## config.mk

```make
export PLATFORM = sky130hd
export DESIGN_NAME = bfok_queue
export DESIGN_NICKNAME = d
export VERILOG_FILES = /design/src/design/bfok_pkg.sv /design/src/design/bfok_queue.sv
export SDC_FILE = /design/constraint.sdc
export NUM_CORES = 1
export LEC_CHECK = 0
export BUFFER_PORTS_ARGS = -buffer_cell sky130_fd_sc_hd__buf_2
export CELL_PAD_IN_SITES_DETAIL_PLACEMENT = 0
export CELL_PAD_IN_SITES_GLOBAL_PLACEMENT = 1
export CORE_ASPECT_RATIO = 0.75
export CORE_MARGIN = 10
export CORE_UTILIZATION = 36
export DETAILED_ROUTE_END_ITERATION = 6
export PLACE_DENSITY_LB_ADDON = 0.3
export SLEW_MARGIN = 20
export SYNTH_ARGS = -nofsm -noshare
export SYNTH_HDL_FRONTEND = slang
export SYNTH_SLANG_ARGS = --single-unit
```

## constraint.sdc

```tcl
create_clock -name clk -period 1 [get_ports clk]
set_clock_uncertainty 0.05 [all_clocks]
set_input_delay 0.15 -clock clk [delete_from_list [all_inputs] [get_ports clk]]
set_output_delay 0.15 -clock clk [all_outputs]
set_load 0.02 [all_outputs]
```

## src/design/bfok_pkg.sv

```systemverilog
// ----------------------------------------------------------------------------
// bfok_pkg
// Shared types and constants for the binned first-by-order-key block.
// ----------------------------------------------------------------------------
package bfok_pkg;

  localparam int NUM_BINS_DEF   = 1024;
  localparam int VALUE_BITS_DEF = 32;
  localparam int KEY_BITS_DEF   = 48;
  localparam int IDX_BITS       = 10;
  localparam int FUNC_BITS      = 2;
  localparam int QUEUE_DEPTH    = 2;

  typedef enum logic [FUNC_BITS-1:0] {
    FUNC_ACC   = 2'd0,
    FUNC_READ  = 2'd1,
    FUNC_CLEAR = 2'd2
  } func_t;

  typedef struct packed {
    func_t op;
    logic  bin_ok;
  } cmd_ctrl_t;

  typedef enum logic [2:0] {
    ST_INIT = 3'b001,
    ST_IDLE = 3'b010,
    ST_EXEC = 3'b100
  } back_state_t;

endpackage

```

## src/design/bfok_queue.sv

```systemverilog
// ----------------------------------------------------------------------------
// bfok_queue
// Short command queue that decouples the classifying front from the back.
// ----------------------------------------------------------------------------
module bfok_queue #(
  parameter int WIDTH = 8
) (
  input  logic             clk,
  input  logic             rst,
  input  logic             push,
  input  logic [WIDTH-1:0] push_data,
  output logic             full,
  input  logic             pop,
  output logic             head_valid,
  output logic [WIDTH-1:0] head_data
);

  localparam int DEPTH = bfok_pkg::QUEUE_DEPTH;
  localparam int PTR_W = (DEPTH > 1) ? $clog2(DEPTH) : 1;
  localparam int CNT_W = $clog2(DEPTH + 1);

  logic [WIDTH-1:0] entries [DEPTH];
  logic [PTR_W-1:0] wr_ptr;
  logic [PTR_W-1:0] rd_ptr;
  logic [CNT_W-1:0] count;

  assign full       = (count == CNT_W'(DEPTH));
  assign head_valid = (count != '0);
  assign head_data  = entries[rd_ptr];

  always_ff @(posedge clk) begin
    if (push) begin
      entries[wr_ptr] <= push_data;
    end
  end

  always_ff @(posedge clk) begin
    if (rst) begin
      wr_ptr <= '0;
      rd_ptr <= '0;
      count  <= '0;
    end else begin
      if (push) begin
        wr_ptr <= (wr_ptr == PTR_W'(DEPTH - 1)) ? '0 : wr_ptr + 1'b1;
      end
      if (pop) begin
        rd_ptr <= (rd_ptr == PTR_W'(DEPTH - 1)) ? '0 : rd_ptr + 1'b1;
      end
      if (push && !pop) begin
        count <= count + 1'b1;
      end else if (pop && !push) begin
        count <= count - 1'b1;
      end
    end
  end

  a_no_overflow: assert property (@(posedge clk) disable iff (rst)
    push |-> (!full || pop))
    else $error("Queue written while full.");

  a_no_underflow: assert property (@(posedge clk) disable iff (rst)
    pop |-> head_valid)
    else $error("Queue read while empty.");

endmodule

```

==> results of run 1 <==
worst max-delay path by stage:
stage                  start      endpoint  slack [ns]  depth (start not counted)
global route        register  head_data[6]       -0.49                          3
finish              register  head_data[6]       -0.44                          3
CTS                 register  head_data[5]       -0.45                          3
floorplan           register  head_data[5]       -0.04                          2
global placement    register  head_data[6]       -0.14                          3
detailed placement  register  head_data[5]       -0.16                          3
final cells by class:
type | count | area (um^2) | area share (%)
multi-input cells | 24 | 250 | 19.8
repair buffers | 43 | 367 | 29.0
clock inverters | 1 | 5.00 | 0.396
clock buffers | 3 | 22.5 | 1.78
flip-flops and latches | 21 | 586 | 46.3
well taps | 24 | 30.0 | 2.38
inverters | 1 | 3.75 | 0.297
routing by layer:
layer	vias up	share of wire (%)	GRT usage, %
li1	259	-	-
met1	227	41	7.61
met2	13	49	11.5
met3	2	9.5	4.40
met4	0	0.51	3.18
met5	-	0	0
worst register-to-register path, cell delays in order (launching register included):
cell	delay [ns]
dfxtp_2	0.34
buf_4	0.13
xor2_1	0.15
or3_1	0.32
a21oi_2	0.12
power by group:
group / switching [W] / internal [W]
logic: 0.000208 / 0.000307
registers: 0.0000264 / 0.00101
clock network: 0.000250 / 0.000149
flip-flops by register name, indices dropped and copies added (netlist names), named ones only:
signal   cells
count        2
entries     16
rd_ptr       1
wr_ptr       1
synthesized netlist by cell type, drive strengths merged:
| cell type | number |
|---|---|
| a21oi | 1 |
| and2 | 1 |
| and2b | 1 |
| buf | 1 |
| dfxtp | 5 |
| edfxtp | 16 |
| ha | 1 |
| inv | 1 |
| mux2 | 8 |
| nor2 | 4 |
| nor2b | 1 |
| o21ai | 1 |
| or2 | 1 |
| or3 | 1 |
| xnor2 | 2 |
| xor2 | 2 |
stage by stage:
step / setup WS [ns] / instances / hold slack [ns]
after global routing: -0.493 / 117 / 0.189
after CTS: -0.451 / 117 / 0.174
after detailed placement: -0.164 / 102 / 0.292
after global placement: -0.140 / 102 / 0.289
final: -0.443 / 117 / 0.168
after floorplan: -0.0423 / 47 / 0.165
cell families (layout without fill, tap and decap cells):
kind of cell | Yosys count | count (layout) | share of synthesized area [%]
xor+xnor | 4 | 4 | 4.46
buf+inv | 2 | 48 | 1.11
flops | 21 | 21 | 73.9
simple gates | 9 | 9 | 6.21
compound gates | 2 | 2 | 1.27
mux | 8 | 8 | 11.5
fa+ha+maj | 1 | 1 | 1.59
timing repair:
item | CTS | global route
setup buffers | 2 | 0
endpoints found under the setup margin | 16 | 16
hold endpoints to repair | 19 | 0
pin swaps | 1 | 0
hold buffers | 9 | 0
gates cloned | 0 | 0
resized for setup | 29 | 3
==> flow_summary.toml, run 1 <==
[run_status]
status = "finished with violations"
violations = "setup timing"

[cts]
clk_pin_slew_worst_paths_ns = 0.12
cts_sinks = 21
ctsHtreeMaxLevel = 1
cts_buffers = 3
clk_path_buf_depth = 2
insertion_delay_ns = 0.29
cts_tree = "yes"
cts-root-buf = "clkbuf_4"

[floorplanning]
die_height_um = 60.5
rows = 14
dieWidth_um = 73.9
core-area_um2 = 2050
initial_core_util_pct = 38.3
num_io_pins = 22
dieArea_um2 = 4470

[power]
power.leakage_nw = 0.539
p_total_w = 0.00195
pwr_density_cell_nw_per_um2 = 1540
vdd_drop_max_v = 0.00106

[layout]
design_area_um2 = 1260
drive_above_1_share_pct = 60.2
final_common_cell = "edfxtp_1"
mostFrequentLayoutCells = "16 x edfxtp_1, 13 x buf_6, 11 x buf_2, 10 x buf_4, 9 x dlygate4sd3_1"
fillCellCount = 164
fin_util_pct = 61.7
diodes = 0
nNetsFinal = 107
area_growth_pct = 60.8

[min_path]
hold_path.startpoint = "pop"
holdCritPathClass = "in -> reg"
whs_path_depth = 4

[global_routing]
grt_pass1_vias = 509
grt_use_total_pct = 7.24
antenna_found_initial = 0
grt-ovfl-total = 0
grt_max_degree = 13
grt_pass1_wl_um = 2400

[timing]
post-route-min-period_ns = 1.44
setup_slack_ns = -0.443
slew_viol_final = 0
finalSetupViolCount = 11
rsz0062_at_grt = "yes"
hold_viol = 0
worstMarginPinSlew_ns = 0.198
fin_tns_setup_ns = -4.00
fmax_mhz = 693
max_slew_margin_pct = 86.7
fin_crit_sh_pct = 144

[critical_path]
r2r_end = "count[1]"
crit_top_cell = "buf_6"
rr_startpoint = "count[0]"
rr_worst_depth = 4
crit_path_end_kind = "output port"
start_kind = "register"
crit_fanout = 5
critPathMaxStageDelay_ns = 0.36
crit_family = "flip-flops"
critPathKind = "reg -> out"
critical_path.slowest_cell = "dfxtp_2"
rrSetupSlack_ns = -0.16
crit_arrival_ns = 1.24
cp_data_required_time_ns = 0.80
path_cells = "buf_6 -> mux2_4 -> buf_6"
cp_num_buf_inv = 2

[synth]
synth.distinct_cells = 16
syn-num-nets = 60
synth.largest_area_cell = "edfxtp_1"
yosysWarnings = 0
yosys-top-cells-area = "edfxtp_1 61%, dfxtp_1 13%, mux2_2 11%, xnor2_1 2.2%, xor2_1 2.2%"
netlist.area_leader.share_pct = 61.1
avgSynthCellArea_um2 = 16.7
synth_area_um2 = 786
seq_area_frac_synth_pct = 73.9
synth_seq_cells = 21
synthCells = 47

[route]
drtIter0Drc = 3
first_pass_iters = 3
drc = 0
wl_per_cell_um = 13.4
via_count = 501
drt_wl_total_um = 1560
ant_nets = 0
vias_per_cell = 4.28

[place]
gp_congestion = 0.700
dpl_cell_area_um2 = 1030
portBuffers = 21

[flow_run]
drv_cap = 0
(Power assumes the default switching activity.)
==> run 2, diff against run 1 <==
Settings changed: ABC_AREA set to 1.
==> run 2 against run 1 <==
Net effect:
- the run still ends with setup timing left
- via count increased by 8.0%
- final cell count is 14% higher
- critical path depth stayed put
- critical endpoint is now head_data[3]
==> flow_summary.toml, run 2 <==
[layout]
nNetsFinal = 113
drive_above_1_share_pct = 51.5
largest_register_ffs = 16
area_growth_pct = 47.3
diodes = 0
largest_register = "entries"
final_common_cell = "edfxtp_1"
top_regs = "entries (16), count (2)"
mostFrequentLayoutCells = "16 x edfxtp_1, 11 x buf_2, 11 x buf_6"
fillCellCount = 202

[synth]
yosysWarnings = 0
synth.distinct_cells = 16
synth_edf_count = 16
synthTopCellsByCount = "16 x edfxtp_1, 8 x inv_1, 8 x mux2_4"
synth-main-ff-cell = "edfxtp_1"
synth_area_um2 = 841
yosys-top-cells-area = "edfxtp_1 57%, mux2_4 14%, dfxtp_1 12%, inv_1 3.6%, nor2_1 2.7%"
netlist.area_leader.share_pct = 57.1
yosys.cell_count.top_type = "edfxtp_1"
synth_seq_cells = 21
avgSynthCellArea_um2 = 14.5
synthCells = 58
syn-num-nets = 71
seq_area_frac_synth_pct = 69.0
async_flop_share_pct = 0
synth.largest_area_cell = "edfxtp_1"

[route]
drt_wl_total_um = 1610
via_count = 541
wl_per_cell_um = 12.1
first_pass_iters = 2
vias_per_cell = 4.07
ant_nets = 0
drc = 0
drtIter0Drc = 21

[critical_path]
critical_path.slowest_cell = "dfxtp_2"
crit_path_end_kind = "output port"
start_kind = "register"
critPathMaxStageDelay_ns = 0.36
cp_num_buf_inv = 2
cp_data_required_time_ns = 0.80
path_cells = "buf_6 -> mux2_4 -> buf_6"
crit_top_cell = "buf_6"
critPathKind = "reg -> out"
crit_arrival_ns = 1.22
crit_fanout = 5
crit_family = "flip-flops"

[cts]
cts_buffers = 3
cts-root-buf = "clkbuf_4"
cts_tree = "yes"
cts_sinks = 21
clk_path_buf_depth = 2
ctsHtreeMaxLevel = 1
insertion_delay_ns = 0.29
clk_pin_slew_worst_paths_ns = 0.10

[place]
place_ws_ns = -0.137
portBuffers = 21
dp_hpwl_um = 1160
gp_congestion = 0.668

[floorplanning]
die_height_um = 61.9
dieWidth_um = 75.8
num_io_pins = 22
rows = 15
initial_core_util_pct = 37.0
core-area_um2 = 2270
dieArea_um2 = 4690

[timing]
setup_slack_ns = -0.418
rsz0062_at_grt = "yes"
max_slew_margin_pct = 88.2
worstMarginPinSlew_ns = 0.176
fin_tns_setup_ns = -3.39
hold_viol = 0
fin_crit_sh_pct = 142
fmax_mhz = 705
slew_viol_final = 0
finalSetupViolCount = 10
post-route-min-period_ns = 1.42

[power]
p_sw_share_pct = 24.2
clkPwrFrac_pct = 20.7
combPwrFrac_pct = 23.7
vdd_drop_max_v = 0.000777
pwr_density_cell_nw_per_um2 = 1490
power.switching_w = 0.000445
intPower_w = 0.00139
power.leakage_nw = 0.547
p_seq_share_pct = 55.6

[run_status]
violations = "setup timing"
status = "finished with violations"

[flow_run]
drv_cap = 0

[min_path]
holdCritPathClass = "in -> reg"

[global_routing]
antenna_found_initial = 0
grt_pass1_vias = 556
grt_max_degree = 12
grt-ovfl-total = 0
grt_use_total_pct = 7.06
grt_pass1_wl_um = 2430
## run 2: path summary, 6_finish.rpt
kind	start	end	slack, ns	cells after the start
worst min register to register	rd_ptr	rd_ptr	0.48	2
worst max-delay path	register	head_data[3]	-0.42	3
worst max register to register	count[0]	count[1]	0.04	7
worst min-delay path	rst	rd_ptr	0.01	2
## run 2: layout make-up
cell class | instances | area [um^2] | share of cell area, %
sequential | 21 | 584 | 47.2
timing repair buffer | 38 | 319 | 25.8
clock buffer | 4 | 26.3 | 2.12
inverter | 9 | 33.8 | 2.73
tap | 34 | 42.5 | 3.43
multi-input combinational | 27 | 233 | 18.8
## run 2: cell families (layout without fill, tap and decap cells)
logic type / after synthesis / count (layout) / share of synthesized area, %
DFF: 21 / 21 / 69.0
and+or+nand+nor: 15 / 15 / 7.59
buffers and inverters: 10 / 51 / 5.36
AOI/OAI and AO/OA: 2 / 2 / 1.19
xor gates and xnor gates: 1 / 1 / 1.04
adders and majority gates: 1 / 1 / 1.49
muxes: 8 / 8 / 14.3
## run 2: metal layers
layer  vias to the layer above  wire, um  GRT usage (%)
met3                         2       108           4.44
met5                         -         0              0
met1                       247       669           7.11
met2                        11       815           12.2
met4                         0        12           1.58
li1                        281         -              -
## run 2: power groups by stage
stage / registers, W / clock network [W] / logic, W
floorplan: 0.00103 / 0 / 0.000215
global placement: 0.00104 / 0 / 0.000327
detailed placement: 0.00104 / 0 / 0.000333
CTS: 0.00102 / 0.000402 / 0.000431
global route: 0.00103 / 0.000443 / 0.000469
finish: 0.00102 / 0.000381 / 0.000435
## run 2: metrics by stage
step                total power (W)  area (um^2)  utilization (%)  hold WS (ns)  instances
floorplan                   0.00125          843                -         0.172         58
global route                0.00194         1240             54.5       0.00569        133
CTS                         0.00186         1230             54.0       0.00694        133
finish                      0.00184         1240             54.5        0.0120        133
global placement            0.00136         1040             45.8         0.289        120
detailed placement          0.00137         1040             45.8         0.292        120
## run 2: what timing repair did
action / in CTS / in global routing
pin swaps: 0 / 2
hold endpoints to repair: 16 / 0
endpoints found under the setup margin: 10 / 11
hold buffers: 8 / 0
resized for setup: 26 / 3
buffers inserted: 1 / 0
